## src/rtl/core/mt_pkg.sv

```systemverilog
// ----------------------------------------------------------------------------
// MT19937 package
// Shared constants, sequencer states and datapath operation codes.
// ----------------------------------------------------------------------------
package mt_pkg;

  localparam int WORD_W       = 32;
  localparam int STATE_WORDS  = 624;
  localparam int TWIST_OFFSET = 397;

  localparam logic [WORD_W-1:0] SEED_MULT    = 32'd69069;
  localparam logic [WORD_W-1:0] SEED_RESET   = 32'd4357;
  localparam logic [WORD_W-1:0] TWIST_MATRIX = 32'h9908_B0DF;
  localparam logic [WORD_W-1:0] UPPER_MASK   = 32'h8000_0000;
  localparam logic [WORD_W-1:0] LOWER_MASK   = 32'h7FFF_FFFF;
  localparam logic [WORD_W-1:0] TEMPER_B     = 32'h9D2C_5680;
  localparam logic [WORD_W-1:0] TEMPER_C     = 32'hEFC6_0000;

  // Sequencer states
  typedef enum logic [2:0] {
    ST_IDLE,
    ST_SEED,
    ST_TW_PRE,
    ST_TW_RD,
    ST_TW_WR,
    ST_FETCH,
    ST_DELIV
  } state_t;

  // Operations of the shared word unit
  typedef enum logic [1:0] {
    UOP_SEED,
    UOP_TWIST,
    UOP_TEMPER
  } unit_op_t;

endpackage

```

## src/rtl/core/mt_word_unit.sv

```systemverilog
// ----------------------------------------------------------------------------
// MT19937 word unit
// Shared combinational unit: seed multiply, twist recurrence, tempering.
// ----------------------------------------------------------------------------
module mt_word_unit (
  input  mt_pkg::unit_op_t          op,
  input  logic [mt_pkg::WORD_W-1:0] a,
  input  logic [mt_pkg::WORD_W-1:0] b,
  input  logic [mt_pkg::WORD_W-1:0] c,
  output logic [mt_pkg::WORD_W-1:0] y
);
  import mt_pkg::*;

  logic [WORD_W-1:0] seed_y;
  logic [WORD_W-1:0] mix;
  logic [WORD_W-1:0] twist_y;
  logic [WORD_W-1:0] t1, t2, t3, temper_y;

  // next seed word: low 32 bits of the product
  assign seed_y = a * SEED_MULT;

  // a = word k, b = word k+1, c = word k+offset
  assign mix     = (a & UPPER_MASK) | (b & LOWER_MASK);
  assign twist_y = c ^ (mix >> 1) ^ (b[0] ? TWIST_MATRIX : '0);

  // standard tempering
  assign t1       = a ^ (a >> 11);
  assign t2       = t1 ^ ((t1 << 7) & TEMPER_B);
  assign t3       = t2 ^ ((t2 << 15) & TEMPER_C);
  assign temper_y = t3 ^ (t3 >> 18);

  always_comb begin
    case (op)
      UOP_SEED:   y = seed_y;
      UOP_TWIST:  y = twist_y;
      UOP_TEMPER: y = temper_y;
      default:    y = a;
    endcase
  end

endmodule

```

## config.mk

```make
export PLATFORM = sky130hd
export DESIGN_NAME = mt_word_unit
export DESIGN_NICKNAME = d
export VERILOG_FILES = /design/src/rtl/core/mt_pkg.sv /design/src/rtl/core/mt_word_unit.sv
export SDC_FILE = /design/constraint.sdc
export NUM_CORES = 1
export LEC_CHECK = 0
export BUFFER_PORTS_ARGS = -buffer_cell sky130_fd_sc_hd__buf_4
export CAP_MARGIN = 0
export CORE_MARGIN = 2
export CORE_UTILIZATION = 66
export DETAILED_ROUTE_END_ITERATION = 6
export PLACE_DENSITY_LB_ADDON = 0.3
export SYNTH_ARGS = -nofsm -noshare
export SYNTH_HDL_FRONTEND = slang
export SYNTH_SLANG_ARGS = --single-unit
```

## constraint.sdc

```tcl
create_clock -name vclk -period 9.4
set_clock_uncertainty 0.05 [all_clocks]
set_input_delay 0.94 -clock vclk [all_inputs]
set_output_delay 0.94 -clock vclk [all_outputs]
set_load 0.01 [all_outputs]
```

==> results.py <==
metrics = {
    "yosys": {
        "syn_area_per_cell_um2": 8.99,
        "synthTopCellsByCount": "262 x inv_1, 167 x ha_1, 146 x fa_1",
        "syn_nets": 1410,
        "synth_top_area_share": 0.326,
        "yosys_warnings": 0,
        "yosysSeqAreaShare": 0,
        "synth.area.top_cells": "fa_1 33%, ha_1 23%, xnor2_1 12%",
        "yosysUniqueCellTypes": 51,
        "synth_top_area_cell": "fa_1",
        "syn-cell-area_um2": 8980,
        "synth_most_common_cell": "inv_1",
        "syn_inst": 999,
    },
    "global_route": {
        "grt_max_degree": 69,
        "antenna_found_initial": 0,
        "grt_pass1_wl_um": 37800,
        "overflow": 0,
        "grt_pass1_vias": 7558,
        "globalRouteTotalUtil": 0.338,
    },
    "sta": {
        "final.setup.tns_ns": 0,
        "fin_crit_sh": 0.818,
        "relSlewSlack": 0.542,
        "rsz0062_at_grt": "false",
        "drv_slew": 0,
        "fmax_mhz": 130,
        "setup-violations-final": 0,
        "tightest_slew_ns": 0.688,
        "finalHoldViolations": 0,
        "min_period_ns": 7.69,
    },
    "setup_path": {
        "cp-startpoint": "a[7]",
        "cp_max_fo": 9,
        "required_ns": 8.41,
        "start_kind": "primary input",
        "critical_path.endpoint_type": "output pin",
        "crit_type": "in2out",
        "crit_arrival_ns": 6.70,
    },
    "place": {
        "place_congestion": 0.934,
        "placed_cell_area_um2": 10100,
        "portBuffers": 129,
        "hpwlAfterDp_um": 19700,
    },
    "die": {
        "pin_count": 130,
        "die_h_um": 121,
        "num_rows": 42,
        "start_util": 0.678,
        "die_x_um": 121,
        "die_area_um2": 14500,
        "core-area_um2": 13200,
    },
    "drt": {
        "drc_errors": 0,
        "postRouteWirelength_um": 23200,
        "drt_pre_antenna_iters": 5,
        "route.vias.total": 7069,
        "drt_iter0_drc": 343,
        "viasPerCell": 5.51,
        "wire_per_inst_um": 18.1,
        "ant_nets": 0,
    },
    "hold_path": {
        "hold_start": "c[23]",
        "hp-class": "in2out",
    },
    "final_layout": {
        "layout-drive-gt1-share": 0.130,
        "fin_util": 0.761,
        "nClkBuffers": 0,
        "num_antenna_cells": 0,
        "ff_latch_area_um2": 0,
        "final.fill_count": 982,
        "area_growth_pct": 12.3,
        "seq_cell_count": 0,
        "finalNetCount": 1520,
        "fin_area_um2": 10100,
        "multi_input_area_um2": 7910,
    },
    "status": {
        "status": "finished, final reports clean",
    },
    "clock_network": {
        "ctsHoldBuffers": 0,
        "cts_setup_buffers": 0,
        "ctsResizeCount": 0,
    },
    "job": {
        "maxCapViolations": 0,
    },
}
==> final cells by class <==
type / count / share of cell area
tap: 176 / 0.0218
inverter: 263 / 0.0979
timing repair buffer: 129 / 0.0961
multi-input combinational: 715 / 0.784
==> logic make-up (layout without fill, tap and decap cells) <==
logic type / after synthesis / count (layout) / synth area share
buffers and inverters: 284 / 392 / 0.119
AO/OA/AOI/OAI: 132 / 132 / 0.0966
AND/OR/NAND/NOR: 99 / 99 / 0.0485
multiplexers: 12 / 12 / 0.0204
adder cells (fa/ha/maj): 313 / 313 / 0.558
XOR/XNOR: 159 / 159 / 0.157
==> worst max-delay path, stage by stage <==
cell and delay [ns]:
buf_4 0.18, ha_1 0.40, fa_1 0.53, inv_1 0.06, fa_1 0.51, inv_1 0.06
fa_1 0.49, fa_1 0.51, inv_1 0.05, fa_1 0.50, inv_1 0.05, ha_1 0.36
and3_1 0.23, and3_1 0.17, nand4_1 0.16, a21boi_0 0.28, nor3_1 0.08, o31ai_1 0.37
a31oi_1 0.17, mux2i_1 0.18, a211oi_1 0.25, buf_4 0.17
==> cells in the final DEF (no fill, tap or decap), types with 3 or more instances in the layout <==
| cell type | n |
|---|---|
| a211oi_1 | 10 |
| a21boi_0 | 4 |
| a21o_1 | 16 |
| a21oi_1 | 37 |
| a31oi_1 | 4 |
| and3_1 | 3 |
| buf_4 | 129 |
| fa_1 | 146 |
| ha_1 | 167 |
| inv_1 | 262 |
| mux2i_1 | 7 |
| mux4_2 | 5 |
| nand2_1 | 25 |
| nand2b_1 | 5 |
| nand3_1 | 4 |
| nor2_1 | 44 |
| nor2b_1 | 5 |
| nor3_1 | 5 |
| o21a_1 | 5 |
| o21ai_0 | 30 |
| xnor2_1 | 118 |
| xor2_1 | 39 |
==> metrics by stage <==
step / worst slack (ns) / hold WS (ns) / cells
after floorplan: 2.49 / 2.01 / 999
after CTS: 1.74 / 2.24 / 1283
after global placement: 1.82 / 2.25 / 1283
after global routing: 1.39 / 2.27 / 1283
final: 1.71 / 2.26 / 1283
after detailed placement: 1.74 / 2.24 / 1283
==> per-layer routing <==
metal	global-route usage	wire, µm	vias to the layer above
met1	0.447	9490	3426
met5	0	0	-
met2	0.580	11300	241
met3	0.0259	1250	65
li1	-	-	3337
met4	0.132	1170	0
==> path summary, 6_finish.rpt <==
kind,end,slack [ns],cells past startpoint
worst max-delay path,y[23],1.71,22
worst min-delay path,y[23],2.26,5
Power is left out: the tool's default activity adds up to more than one toggle a clock period on the data nets, which glitch-free logic cannot reach.
